===== config.mk =====
export PLATFORM = sky130hd
export DESIGN_NAME = bitmap_best_fit_block_allocator_core
export DESIGN_NICKNAME = d
export VERILOG_FILES = /design/src/sv/bbfa_pkg.sv /design/src/sv/bbfa_div.sv /design/src/sv/bitmap_best_fit_block_allocator_core.sv
export SDC_FILE = /design/constraint.sdc
export NUM_CORES = 2
export LEC_CHECK = 0
export BUFFER_PORTS_ARGS = -buffer_cell sky130_fd_sc_hd__buf_2
export CAP_MARGIN = 20
export CORE_MARGIN = 5
export CORE_UTILIZATION = 55
export CTS_CLUSTER_DIAMETER = 80
export DETAILED_ROUTE_END_ITERATION = 12
export GPL_TIMING_DRIVEN = 0
export PLACE_DENSITY = 0.71
export RECOVER_POWER = 50
export SLEW_MARGIN = 20
export SYNTH_ARGS = -nofsm -noshare
export SYNTH_HDL_FRONTEND = slang
export SYNTH_SLANG_ARGS = --single-unit

===== constraint.sdc =====
create_clock -name clk -period 9.28 [get_ports clk]
set_input_delay 1.392 -clock clk [delete_from_list [all_inputs] [get_ports clk]]
set_output_delay 1.392 -clock clk [all_outputs]
set_load 0.02 [all_outputs]

===== src/sv/bbfa_pkg.sv =====
// ----------------------------------------------------------------------------
// bbfa_pkg
// shared types and constants of the best-fit block allocator
// ----------------------------------------------------------------------------
package bbfa_pkg;

    localparam int BLOCK_BYTES_W   = 17;
    localparam int BLOCKS_IN_USE_W = 11;
    localparam int CFG_INDEX_W     = 4;
    localparam int CFG_DATA_W      = 32;
    localparam int DIVIDEND_W      = 32;

    localparam logic [BLOCK_BYTES_W-1:0]   BLOCK_BYTES_RESET   = 17'd256;
    localparam logic [BLOCK_BYTES_W-1:0]   BLOCK_BYTES_MAX     = 17'd65536;
    localparam logic [BLOCKS_IN_USE_W-1:0] BLOCKS_IN_USE_RESET = 11'd1024;

    localparam logic [CFG_INDEX_W-1:0] CFG_BLOCK_BYTES   = 4'd0;
    localparam logic [CFG_INDEX_W-1:0] CFG_BLOCKS_IN_USE = 4'd1;

    localparam logic [1:0] FUNC_ALLOC = 2'd0;
    localparam logic [1:0] FUNC_FREE  = 2'd1;
    localparam logic [1:0] FUNC_CLEAR = 2'd2;

    typedef struct packed {
        logic [1:0]  func;
        logic [31:0] byte_count;
        logic [31:0] free_offset;
    } req_t;

    typedef struct packed {
        logic [31:0] alloc_offset;
        logic        alloc_failed;
    } rsp_t;

endpackage


===== src/sv/bbfa_div.sv =====
// ----------------------------------------------------------------------------
// bbfa_div
// restoring divider, one quotient bit per cycle
// ----------------------------------------------------------------------------
module bbfa_div
    import bbfa_pkg::*;
(
    input  logic                     clk,
    input  logic                     rst_n,
    input  logic                     start,
    input  logic [DIVIDEND_W-1:0]    dividend,
    input  logic [BLOCK_BYTES_W-1:0] divisor,
    output logic                     done,
    output logic [DIVIDEND_W-1:0]    quotient,
    output logic [BLOCK_BYTES_W-1:0] remainder
);

    localparam int CNT_W = $clog2(DIVIDEND_W + 1);

    logic                     busy_reg, busy_next;
    logic                     done_reg, done_next;
    logic [CNT_W-1:0]         cnt_reg, cnt_next;
    logic [DIVIDEND_W-1:0]    quo_reg, quo_next;
    logic [BLOCK_BYTES_W-1:0] rem_reg, rem_next;
    logic [BLOCK_BYTES_W:0]   shifted;
    logic [BLOCK_BYTES_W:0]   diff;
    logic                     fits;

    always_comb
    begin
        shifted   = {rem_reg, quo_reg[DIVIDEND_W-1]};
        diff      = shifted - {1'b0, divisor};
        fits      = shifted >= {1'b0, divisor};
        busy_next = busy_reg;
        done_next = 1'b0;
        cnt_next  = cnt_reg;
        quo_next  = quo_reg;
        rem_next  = rem_reg;
        if (start)
        begin
            busy_next = 1'b1;
            cnt_next  = CNT_W'(DIVIDEND_W);
            quo_next  = dividend;
            rem_next  = '0;
        end
        else if (busy_reg)
        begin
            rem_next = fits ? diff[BLOCK_BYTES_W-1:0] : shifted[BLOCK_BYTES_W-1:0];
            quo_next = {quo_reg[DIVIDEND_W-2:0], fits};
            cnt_next = cnt_reg - 1'b1;
            if (cnt_reg == CNT_W'(1))
            begin
                busy_next = 1'b0;
                done_next = 1'b1;
            end
        end
    end

    always_ff @(posedge clk or negedge rst_n)
    begin
        if (!rst_n)
        begin
            busy_reg <= 1'b0;
            done_reg <= 1'b0;
            cnt_reg  <= '0;
            quo_reg  <= '0;
            rem_reg  <= '0;
        end
        else
        begin
            busy_reg <= busy_next;
            done_reg <= done_next;
            cnt_reg  <= cnt_next;
            quo_reg  <= quo_next;
            rem_reg  <= rem_next;
        end
    end

    assign done      = done_reg;
    assign quotient  = quo_reg;
    assign remainder = rem_reg;

endmodule


===== src/sv/bitmap_best_fit_block_allocator_core.sv =====
// ----------------------------------------------------------------------------
// bitmap_best_fit_block_allocator_core
// best-fit allocator over a free-block bitmap held in a word memory
// ----------------------------------------------------------------------------
// After reset the block sweeps the bitmap memory to all free, one word per
// cycle, with req_ready low. Each request yields one response. Sizes and
// offsets go through a shared one-bit-per-cycle divider. An allocate then
// scans the map one block per cycle, with a memory read step before each
// word, stopping early on an exact fit, and marks the chosen run by a
// read-modify-write sweep over every map word. A free divides the offset and
// the byte count and then sweeps the map in the same way; a clear only sweeps.
// There is a single bitmap memory port and a single serial divider, and a
// new request is taken only in the idle state.
// ----------------------------------------------------------------------------
module bitmap_best_fit_block_allocator_core
    import bbfa_pkg::*;
#(
    parameter int MAX_BLOCKS    = 1024,
    parameter int MAP_WORD_BITS = 64
)
(
    input  logic                   clk,
    input  logic                   rst_n,
    input  logic                   req_valid,
    output logic                   req_ready,
    input  req_t                   req,
    output logic                   rsp_valid,
    input  logic                   rsp_ready,
    output rsp_t                   rsp,
    input  logic                   cfg_valid,
    output logic                   cfg_ready,
    input  logic [CFG_INDEX_W-1:0] cfg_index,
    input  logic [CFG_DATA_W-1:0]  cfg_data
);

    localparam int MAP_WORDS = (MAX_BLOCKS + MAP_WORD_BITS - 1) / MAP_WORD_BITS;
    localparam int WADDR_W   = (MAP_WORDS > 1) ? $clog2(MAP_WORDS) : 1;
    localparam int BIT_W     = $clog2(MAP_WORD_BITS);
    localparam int IDX_W     = $clog2(MAX_BLOCKS + 1);
    localparam int SPAN_W    = $clog2(MAP_WORDS * MAP_WORD_BITS + 1);
    localparam int NEED_W    = DIVIDEND_W + 1;
    localparam int PROD_W    = BLOCK_BYTES_W + IDX_W;

    localparam logic [3:0] S_INIT     = 4'd0;
    localparam logic [3:0] S_IDLE     = 4'd1;
    localparam logic [3:0] S_DIV_OFFS = 4'd2;
    localparam logic [3:0] S_DIV_CNT  = 4'd3;
    localparam logic [3:0] S_SCAN_RD  = 4'd4;
    localparam logic [3:0] S_SCAN_BIT = 4'd5;
    localparam logic [3:0] S_RANGE_RD = 4'd6;
    localparam logic [3:0] S_RANGE_WR = 4'd7;
    localparam logic [3:0] S_FIN      = 4'd8;

    logic [MAP_WORD_BITS-1:0] map_mem [MAP_WORDS];
    logic [MAP_WORD_BITS-1:0] rdata_reg;

    logic [3:0]                 state_reg, state_next;
    logic [BLOCK_BYTES_W-1:0]   block_bytes_reg, block_bytes_next;
    logic [BLOCKS_IN_USE_W-1:0] blocks_in_use_reg, blocks_in_use_next;
    logic [1:0]                 func_reg, func_next;
    logic [31:0]                count_reg, count_next;
    logic [31:0]                first_reg, first_next;
    logic [NEED_W-1:0]          need_reg, need_next;
    logic [WADDR_W-1:0]         w_reg, w_next;
    logic [BIT_W-1:0]           b_reg, b_next;
    logic [IDX_W-1:0]           i_reg, i_next;
    logic [SPAN_W-1:0]          wbase_reg, wbase_next;
    logic                       in_run_reg, in_run_next;
    logic [IDX_W-1:0]           run_len_reg, run_len_next;
    logic [IDX_W-1:0]           run_start_reg, run_start_next;
    logic                       found_reg, found_next;
    logic [IDX_W-1:0]           best_len_reg, best_len_next;
    logic [IDX_W-1:0]           win_start_reg, win_start_next;
    logic [IDX_W-1:0]           lo_reg, lo_next;
    logic [IDX_W-1:0]           hi_reg, hi_next;
    logic                       set_mode_reg, set_mode_next;
    logic                       res_ok_reg, res_ok_next;
    logic                       res_failed_reg, res_failed_next;
    logic                       rsp_valid_reg, rsp_valid_next;
    rsp_t                       rsp_reg, rsp_next;

    logic [BLOCK_BYTES_W-1:0] eff_bb;
    logic [IDX_W-1:0]         eff_n;
    logic [31:0]              biu_wide;

    logic                     div_start;
    logic                     div_done;
    logic [DIVIDEND_W-1:0]    div_dividend;
    logic [DIVIDEND_W-1:0]    div_quo;
    logic [BLOCK_BYTES_W-1:0] div_rem;
    logic [NEED_W-1:0]        need_calc;
    logic [NEED_W:0]          end_calc;

    logic                     mem_re, mem_we;
    logic [MAP_WORD_BITS-1:0] mem_wdata;
    logic [MAP_WORD_BITS-1:0] range_mask;
    logic [SPAN_W-1:0]        bit_idx;

    logic                     cur_free;
    logic                     last_bit;
    logic                     eval_en;
    logic [IDX_W-1:0]         eval_len, eval_start;
    logic                     fits, exact;
    logic [PROD_W-1:0]        prod;

    always_comb
    begin
        if (block_bytes_reg == '0)
        begin
            eff_bb = BLOCK_BYTES_W'(1);
        end
        else if (block_bytes_reg > BLOCK_BYTES_MAX)
        begin
            eff_bb = BLOCK_BYTES_MAX;
        end
        else
        begin
            eff_bb = block_bytes_reg;
        end
        biu_wide = 32'(blocks_in_use_reg);
        eff_n = (biu_wide > 32'(MAX_BLOCKS)) ? IDX_W'(MAX_BLOCKS) : IDX_W'(biu_wide);
    end

    assign req_ready = (state_reg == S_IDLE);
    assign cfg_ready = 1'b1;
    assign rsp_valid = rsp_valid_reg;
    assign rsp       = rsp_reg;

    always_comb
    begin
        blocks_in_use_next = blocks_in_use_reg;
        block_bytes_next   = block_bytes_reg;
        if (cfg_valid && cfg_ready)
        begin
            case (cfg_index)
                CFG_BLOCK_BYTES:   block_bytes_next   = cfg_data[BLOCK_BYTES_W-1:0];
                CFG_BLOCKS_IN_USE: blocks_in_use_next = cfg_data[BLOCKS_IN_USE_W-1:0];
                default:           ;
            endcase
        end
    end

    // divider
    always_comb
    begin
        if (state_reg == S_IDLE)
        begin
            div_dividend = (req.func == FUNC_FREE) ? req.free_offset : req.byte_count;
        end
        else
        begin
            div_dividend = count_reg;
        end
        need_calc = NEED_W'(div_quo) + NEED_W'(div_rem != '0);
        end_calc  = (NEED_W + 1)'(first_reg) + (NEED_W + 1)'(need_reg);
    end

    bbfa_div u_div (
        .clk       (clk),
        .rst_n     (rst_n),
        .start     (div_start),
        .dividend  (div_dividend),
        .divisor   (eff_bb),
        .done      (div_done),
        .quotient  (div_quo),
        .remainder (div_rem)
    );

    // range mask for the word under update
    always_comb
    begin
        range_mask = '0;
        bit_idx    = '0;
        for (int k = 0; k < MAP_WORD_BITS; k++)
        begin
            bit_idx       = wbase_reg + SPAN_W'(k);
            range_mask[k] = (bit_idx >= SPAN_W'(lo_reg)) && (bit_idx < SPAN_W'(hi_reg));
        end
        mem_wdata = set_mode_reg ? (rdata_reg | range_mask) : (rdata_reg & ~range_mask);
        if (state_reg == S_INIT)
        begin
            mem_wdata = '1;
        end
    end

    // run tracking for the bit under scan
    always_comb
    begin
        cur_free   = rdata_reg[b_reg];
        last_bit   = (i_reg + 1'b1) == eff_n;
        eval_en    = 1'b0;
        eval_len   = run_len_reg;
        eval_start = run_start_reg;
        if (cur_free)
        begin
            eval_len   = in_run_reg ? run_len_reg + 1'b1 : IDX_W'(1);
            eval_start = in_run_reg ? run_start_reg : i_reg;
            eval_en    = last_bit;
        end
        else
        begin
            eval_en = in_run_reg;
        end
        fits  = eval_en && (NEED_W'(eval_len) >= need_reg)
                && (!found_reg || (eval_len < best_len_reg));
        exact = fits && (NEED_W'(eval_len) == need_reg);
    end

    assign prod = PROD_W'(eff_bb) * PROD_W'(win_start_reg);

    always_comb
    begin
        state_next      = state_reg;
        func_next       = func_reg;
        count_next      = count_reg;
        first_next      = first_reg;
        need_next       = need_reg;
        w_next          = w_reg;
        b_next          = b_reg;
        i_next          = i_reg;
        wbase_next      = wbase_reg;
        in_run_next     = in_run_reg;
        run_len_next    = run_len_reg;
        run_start_next  = run_start_reg;
        found_next      = found_reg;
        best_len_next   = best_len_reg;
        win_start_next  = win_start_reg;
        lo_next         = lo_reg;
        hi_next         = hi_reg;
        set_mode_next   = set_mode_reg;
        res_ok_next     = res_ok_reg;
        res_failed_next = res_failed_reg;
        rsp_valid_next  = rsp_valid_reg;
        rsp_next        = rsp_reg;
        div_start       = 1'b0;
        mem_re          = 1'b0;
        mem_we          = 1'b0;

        if (rsp_valid_reg && rsp_ready)
        begin
            rsp_valid_next = 1'b0;
        end

        case (state_reg)
            S_INIT:
            begin
                mem_we = 1'b1;
                w_next = w_reg + 1'b1;
                if (w_reg == WADDR_W'(MAP_WORDS - 1))
                begin
                    w_next     = '0;
                    state_next = S_IDLE;
                end
            end
            S_IDLE:
            begin
                if (req_valid)
                begin
                    func_next       = req.func;
                    count_next      = req.byte_count;
                    res_ok_next     = 1'b0;
                    res_failed_next = 1'b0;
                    w_next          = '0;
                    wbase_next      = '0;
                    case (req.func)
                        FUNC_ALLOC:
                        begin
                            div_start  = 1'b1;
                            state_next = S_DIV_CNT;
                        end
                        FUNC_FREE:
                        begin
                            div_start  = 1'b1;
                            state_next = S_DIV_OFFS;
                        end
                        FUNC_CLEAR:
                        begin
                            lo_next       = '0;
                            hi_next       = eff_n;
                            set_mode_next = 1'b1;
                            state_next    = S_RANGE_RD;
                        end
                        default:
                        begin
                            state_next = S_FIN;
                        end
                    endcase
                end
            end
            S_DIV_OFFS:
            begin
                if (div_done)
                begin
                    first_next = div_quo;
                    div_start  = 1'b1;
                    state_next = S_DIV_CNT;
                end
            end
            S_DIV_CNT:
            begin
                if (div_done)
                begin
                    need_next = need_calc;
                    if (func_reg == FUNC_ALLOC)
                    begin
                        if ((need_calc == '0) || (need_calc > NEED_W'(eff_n)))
                        begin
                            res_failed_next = 1'b1;
                            state_next      = S_FIN;
                        end
                        else
                        begin
                            i_next      = '0;
                            b_next      = '0;
                            in_run_next = 1'b0;
                            found_next  = 1'b0;
                            state_next  = S_SCAN_RD;
                        end
                    end
                    else
                    begin
                        set_mode_next = 1'b1;
                        state_next    = S_RANGE_RD;
                        if (NEED_W'(first_reg) >= NEED_W'(eff_n))
                        begin
                            lo_next = eff_n;
                        end
                        else
                        begin
                            lo_next = IDX_W'(first_reg);
                        end
                    end
                end
            end
            S_SCAN_RD:
            begin
                mem_re     = 1'b1;
                b_next     = '0;
                state_next = S_SCAN_BIT;
            end
            S_SCAN_BIT:
            begin
                i_next = i_reg + 1'b1;
                b_next = b_reg + 1'b1;
                if (cur_free)
                begin
                    in_run_next    = 1'b1;
                    run_len_next   = eval_len;
                    run_start_next = eval_start;
                end
                else
                begin
                    in_run_next = 1'b0;
                end
                if (fits)
                begin
                    found_next     = 1'b1;
                    best_len_next  = eval_len;
                    win_start_next = eval_start;
                end
                if (exact || (last_bit && (fits || found_reg)))
                begin
                    lo_next       = fits ? eval_start : win_start_reg;
                    hi_next       = (fits ? eval_start : win_start_reg)
                                    + need_reg[IDX_W-1:0];
                    set_mode_next = 1'b0;
                    res_ok_next   = 1'b1;
                    w_next        = '0;
                    wbase_next    = '0;
                    state_next    = S_RANGE_RD;
                end
                else if (last_bit)
                begin
                    res_failed_next = 1'b1;
                    state_next      = S_FIN;
                end
                else if (b_reg == BIT_W'(MAP_WORD_BITS - 1))
                begin
                    w_next     = w_reg + 1'b1;
                    state_next = S_SCAN_RD;
                end
            end
            S_RANGE_RD:
            begin
                mem_re     = 1'b1;
                state_next = S_RANGE_WR;
                if ((func_reg == FUNC_FREE) && set_mode_reg && (w_reg == '0)
                    && (wbase_reg == '0))
                begin
                    if (end_calc > (NEED_W + 1)'(eff_n))
                    begin
                        hi_next = eff_n;
                    end
                    else
                    begin
                        hi_next = IDX_W'(end_calc);
                    end
                    if (end_calc <= (NEED_W + 1)'(lo_reg))
                    begin
                        hi_next = lo_reg;
                    end
                end
            end
            S_RANGE_WR:
            begin
                mem_we     = 1'b1;
                w_next     = w_reg + 1'b1;
                wbase_next = wbase_reg + SPAN_W'(MAP_WORD_BITS);
                state_next = S_RANGE_RD;
                if (w_reg == WADDR_W'(MAP_WORDS - 1))
                begin
                    w_next     = '0;
                    state_next = S_FIN;
                end
            end
            S_FIN:
            begin
                if (!rsp_valid_reg || rsp_ready)
                begin
                    rsp_valid_next        = 1'b1;
                    rsp_next.alloc_failed = res_failed_reg;
                    rsp_next.alloc_offset = res_ok_reg ? 32'(prod) : 32'd0;
                    state_next            = S_IDLE;
                end
            end
            default:
            begin
                state_next = S_IDLE;
            end
        endcase
    end

    // bitmap memory
    always_ff @(posedge clk)
    begin
        if (mem_we)
        begin
            map_mem[w_reg] <= mem_wdata;
        end
        if (mem_re)
        begin
            rdata_reg <= map_mem[w_reg];
        end
    end

    always_ff @(posedge clk or negedge rst_n)
    begin
        if (!rst_n)
        begin
            state_reg         <= S_INIT;
            block_bytes_reg   <= BLOCK_BYTES_RESET;
            blocks_in_use_reg <= BLOCKS_IN_USE_RESET;
            w_reg             <= '0;
            rsp_valid_reg     <= 1'b0;
            found_reg         <= 1'b0;
            in_run_reg        <= 1'b0;
        end
        else
        begin
            state_reg         <= state_next;
            block_bytes_reg   <= block_bytes_next;
            blocks_in_use_reg <= blocks_in_use_next;
            w_reg             <= w_next;
            rsp_valid_reg     <= rsp_valid_next;
            found_reg         <= found_next;
            in_run_reg        <= in_run_next;
        end
    end

    always_ff @(posedge clk)
    begin
        func_reg       <= func_next;
        count_reg      <= count_next;
        first_reg      <= first_next;
        need_reg       <= need_next;
        b_reg          <= b_next;
        i_reg          <= i_next;
        wbase_reg      <= wbase_next;
        run_len_reg    <= run_len_next;
        run_start_reg  <= run_start_next;
        best_len_reg   <= best_len_next;
        win_start_reg  <= win_start_next;
        lo_reg         <= lo_next;
        hi_reg         <= hi_next;
        set_mode_reg   <= set_mode_next;
        res_ok_reg     <= res_ok_next;
        res_failed_reg <= res_failed_next;
        rsp_reg        <= rsp_next;
    end

    a_rsp_from_fin: assert property (@(posedge clk) disable iff (!rst_n)
        $rose(rsp_valid) |-> $past(state_reg) == S_FIN)
        else $error("response raised outside the finish step");

    a_fail_zero: assert property (@(posedge clk) disable iff (!rst_n)
        rsp_valid && rsp.alloc_failed |-> rsp.alloc_offset == 32'd0)
        else $error("failed allocation with nonzero offset");

    a_scan_bound: assert property (@(posedge clk) disable iff (!rst_n)
        state_reg == S_SCAN_BIT |-> i_reg < eff_n)
        else $error("scan index past managed blocks");

    a_best_fits: assert property (@(posedge clk) disable iff (!rst_n)
        state_reg == S_SCAN_BIT && found_reg |-> NEED_W'(best_len_reg) >= need_reg)
        else $error("chosen run shorter than request");

endmodule

==> summary.txt <==
Run status
  • Outcome: complete, but fails checks
  • Failing checks: max-capacitance violations, max-slew violations

STA
  • Worst clock skew: 0.0511 ns
  • Fmax: 115 MHz
  • Max-slew headroom: -142%
  • Count of final hold-check violations: 0
  • Tcrit/Tclk final: 93.8%
  • Max-slew violations: 554
  • Setup violations, final: 0
  • Hold Slack: 0.443 ns
  • Final Critical Period: 8.70 ns
  • RSZ-0062 raised after global routing: false
  • Worst-Margin Slew: 3.63 ns

Clock tree
  • TritonCTS Buffers: 144
  • # hold bufs at CTS: 0
  • Clock Latency Late Sink: 0.81 ns
  • CTS tree: done
  • Clock transition at path regs: 0.06 ns
  • Clock buffer depth: 3
  • Root buffer cell: clkbuf_16
  • CTS H-Tree Depth: 4
  • Clock sink count: 1403

Detailed routing
  • Vias: 43.2k
  • WL/cell: 28.1 um
  • DRT antenna net count: 0
  • DRT Pass-1 Iters: 6
  • Iter 0 DRT Violations: 4818
  • Vias per cell: 6.40
  • Drt drc: 0
  • Routed wire length: 190 mm

Yosys
  • Synth cell types: 86
  • Synth top area cells: edfxtp_1, mux4_2, fa_1, ha_1, dfrtp_1
  • Post-synth top area share: 56.8%
  • Post-synthesis cell area: 69000 sq um
  • Yosys warnings: 0
  • Post-synth EDFFs: 1307
  • Post-synth top area cell: edfxtp_1
  • Top FF cell, synth: edfxtp_1
  • Avg Cell Area, Syn: 14.9 sq um
  • Most common cell in the netlist: edfxtp_1
  • Commonest cells post-synth: edfxtp_1, mux4_2, nand2_1
  • Synth Register Bits: 1403
  • Seq/Total Area, Yosys: 60.3%
  • Gate Count Post-Synth: 4625
  • FFs w/ async S/R, synth: 6.84%

Power
  • Flop pwr share: 38.6%
  • Peak supply drop: 0.000251 V
  • Logic gate share of total power: 38.4%
  • Switching share of power: 36.2%
  • Switching power: 8.94 mW
  • P per Cell Area: 320 nW/um^2
  • LEAKAGE: 26.8 nW
  • Clk network pwr share: 23.0%
  • Int Pwr: 15.8 mW

Worst hold path
  • Worst hold endpoint: first_reg[22]$_DFFE_PP_
  • Hold path cells: 0
  • Hold Crit Start: u_div.quotient[22]$_DFFE_PN0P_
  • Hold WC Path Type: flop to flop

Die
  • Die Span X: 364 um
  • Starting Density: 55.1%
  • IO Pins: 143
  • Placeable Area: 125000 sq um
  • Die height: 364 um
  • Num rows: 130
  • Die area: 133000 sq um

Worst setup path
  • Crit path max fanout: 10
  • Crit Reg-Reg Startpoint: b_reg[3]$_SDFFCE_PN0P_
  • Startpoint Class: flop
  • R2R depth: 35
  • Delay of the slowest critical-path stage: 0.65 ns
  • CP required: 9.78 ns
  • CP endpoint kind: flop
  • Crit-path slowest cell: edfxtp_1
  • Crit path kind: flop to flop
  • FF-to-FF End: hi_reg[10]$_DFFE_PP_
  • CP arrival: 9.20 ns
  • Reg2reg setup slack: 0.58 ns

Global route
  • Initial antenna violation count: 1
  • Largest net degree at the start of global routing: 59
  • First-pass GRT wire length: 281 mm
  • GRT Total Usage: 28.8%
  • GRT overflow: 0
  • Vias in the first global route: 43.2k

Job
  • Max_cap viols: 20

Placement
  • DP HPWL: 127 mm
  • Number of I/O port buffers: 122
  • Dpl cells: 6459
  • Placer Congestion: 0.982

Final layout
  • Layout cells sized above 1: 14.8%
  • Area grow syn2layout: 11.7%
  • Diode count: 0
  • Layout Cells excl Fill: 6753
  • Nets: 5448
  • Max reg flops: 1024
stage by stage:
| stage | util, % | TNS (ns) | setup slack (ns) | cell area (sq um) | power (mW) |
|---|---|---|---|---|---|
| floorplan | - | 0 | 2.48 | 69100 | 15.9 |
| global placement | 57.3 | -260.06 | -3.63 | 71700 | 18.6 |
| detailed placement | 58.2 | 0 | 0.0542 | 72900 | 19.0 |
| CTS | 61.9 | 0 | 0.0120 | 77500 | 24.7 |
| global route | 61.6 | 0 | 0.0420 | 77100 | 26.0 |
| finish | 61.6 | 0 | 0.578 | 77100 | 24.7 |
power by group through the flow:
stage / combinational, mW / sequential [mW] / clock, mW
after global placement: 8.90 / 9.71 / 0
after global routing: 10.4 / 9.59 / 6.03
after detailed placement: 9.31 / 9.66 / 0
after CTS: 9.39 / 9.54 / 5.75
final: 9.48 / 9.54 / 5.68
after floorplan: 6.46 / 9.49 / 0
final cells by class:
class | count | area, sq um
fill | 9239 | 48100
sequential | 1403 | 41700
multi-input combinational | 2711 | 25500
clock buffer | 190 | 3820
tap | 1650 | 2060
timing repair buffer | 216 | 1330
inverter | 283 | 1060
buffer | 231 | 947
clock inverter | 69 | 783
routing by layer:
metal | share of wire (%) | wire length (um) | up-vias | track usage (%)
li1 | - | - | 18500 | -
met1 | 38 | 72900 | 22100 | 38.6
met2 | 49 | 92900 | 2165 | 48.0
met3 | 8.6 | 16300 | 409 | 5.03
met4 | 4.0 | 7530 | 2 | 10.1
met5 | 0.0042 | 8 | - | 0
worst max-delay path by stage:
stage / to / start / cells past startpoint
2_1_floorplan: rsp[25]$_SDFFCE_PN0P_ / block_bytes_reg[11]$_DFFE_PN0P_ / 25
3_3_place_gp: map_mem[11][39]$_DFFE_PP_ / w_reg[3]$_DFFE_PN0P_ / 4
3_5_place_dp: hi_reg[10]$_DFFE_PP_ / b_reg[3]$_SDFFCE_PN0P_ / 33
4_1_cts: hi_reg[10]$_DFFE_PP_ / b_reg[3]$_SDFFCE_PN0P_ / 33
5_1_grt: hi_reg[10]$_DFFE_PP_ / b_reg[3]$_SDFFCE_PN0P_ / 36
6_report: hi_reg[10]$_DFFE_PP_ / b_reg[3]$_SDFFCE_PN0P_ / 35
kinds of logic after synthesis:
logic type | share of synthesized area [%]
and+or+nand+nor | 7.35
buffers and inverters | 2.85
other | 0.0109
DFF | 60.3
xor gates and xnor gates | 1.61
adders and majority gates | 7.85
AOI/OAI and AO/OA | 6.45
muxes | 13.5
worst max-delay path: cells and delay by family (launching register included):
| kind | cells | cell delay, ns |
|---|---|---|
| AOI/OAI and AO/OA | 13 | 2.93 |
| and+or+nand+nor | 9 | 1.87 |
| buffers and inverters | 4 | 0.97 |
| adders and majority gates | 3 | 0.92 |
| muxes | 3 | 0.69 |
| DFF | 1 | 0.65 |
| xor gates and xnor gates | 3 | 0.35 |
cell usage in the layout (no fill, tap or decap), types with 15 or more instances in the layout:
master / n
o21ai_1: 24
clkinv_2: 18
o221ai_1: 15
mux2_2: 37
o211ai_1: 51
and2_1: 74
mux2i_1: 122
xor2_1: 41
nor2_1: 209
nand2_1: 325
and3_1: 67
mux4_2: 336
edfxtp_1: 1307
a21oi_1: 194
buf_2: 71
inv_1: 282
ha_1: 214
clkbuf_16: 145
nand3_1: 98
dfrtp_1: 94
a31oi_1: 21
buf_4: 18
clkbuf_2: 29
xnor2_1: 86
o21ai_0: 118
clkbuf_1: 331
nand2b_1: 27
fa_1: 137
clkinv_1: 23
nor4_1: 33
o21bai_1: 15
a21o_1: 46
nor3_1: 51
a211oi_1: 53
nand4_1: 40
nor2b_1: 39
timing repair:
action,in CTS,in global routing
gates resized for setup,0,12
buffers inserted,0,6
endpoints found under the setup margin,0,3
No activity file was read; power rests on OpenSTA's default activity.
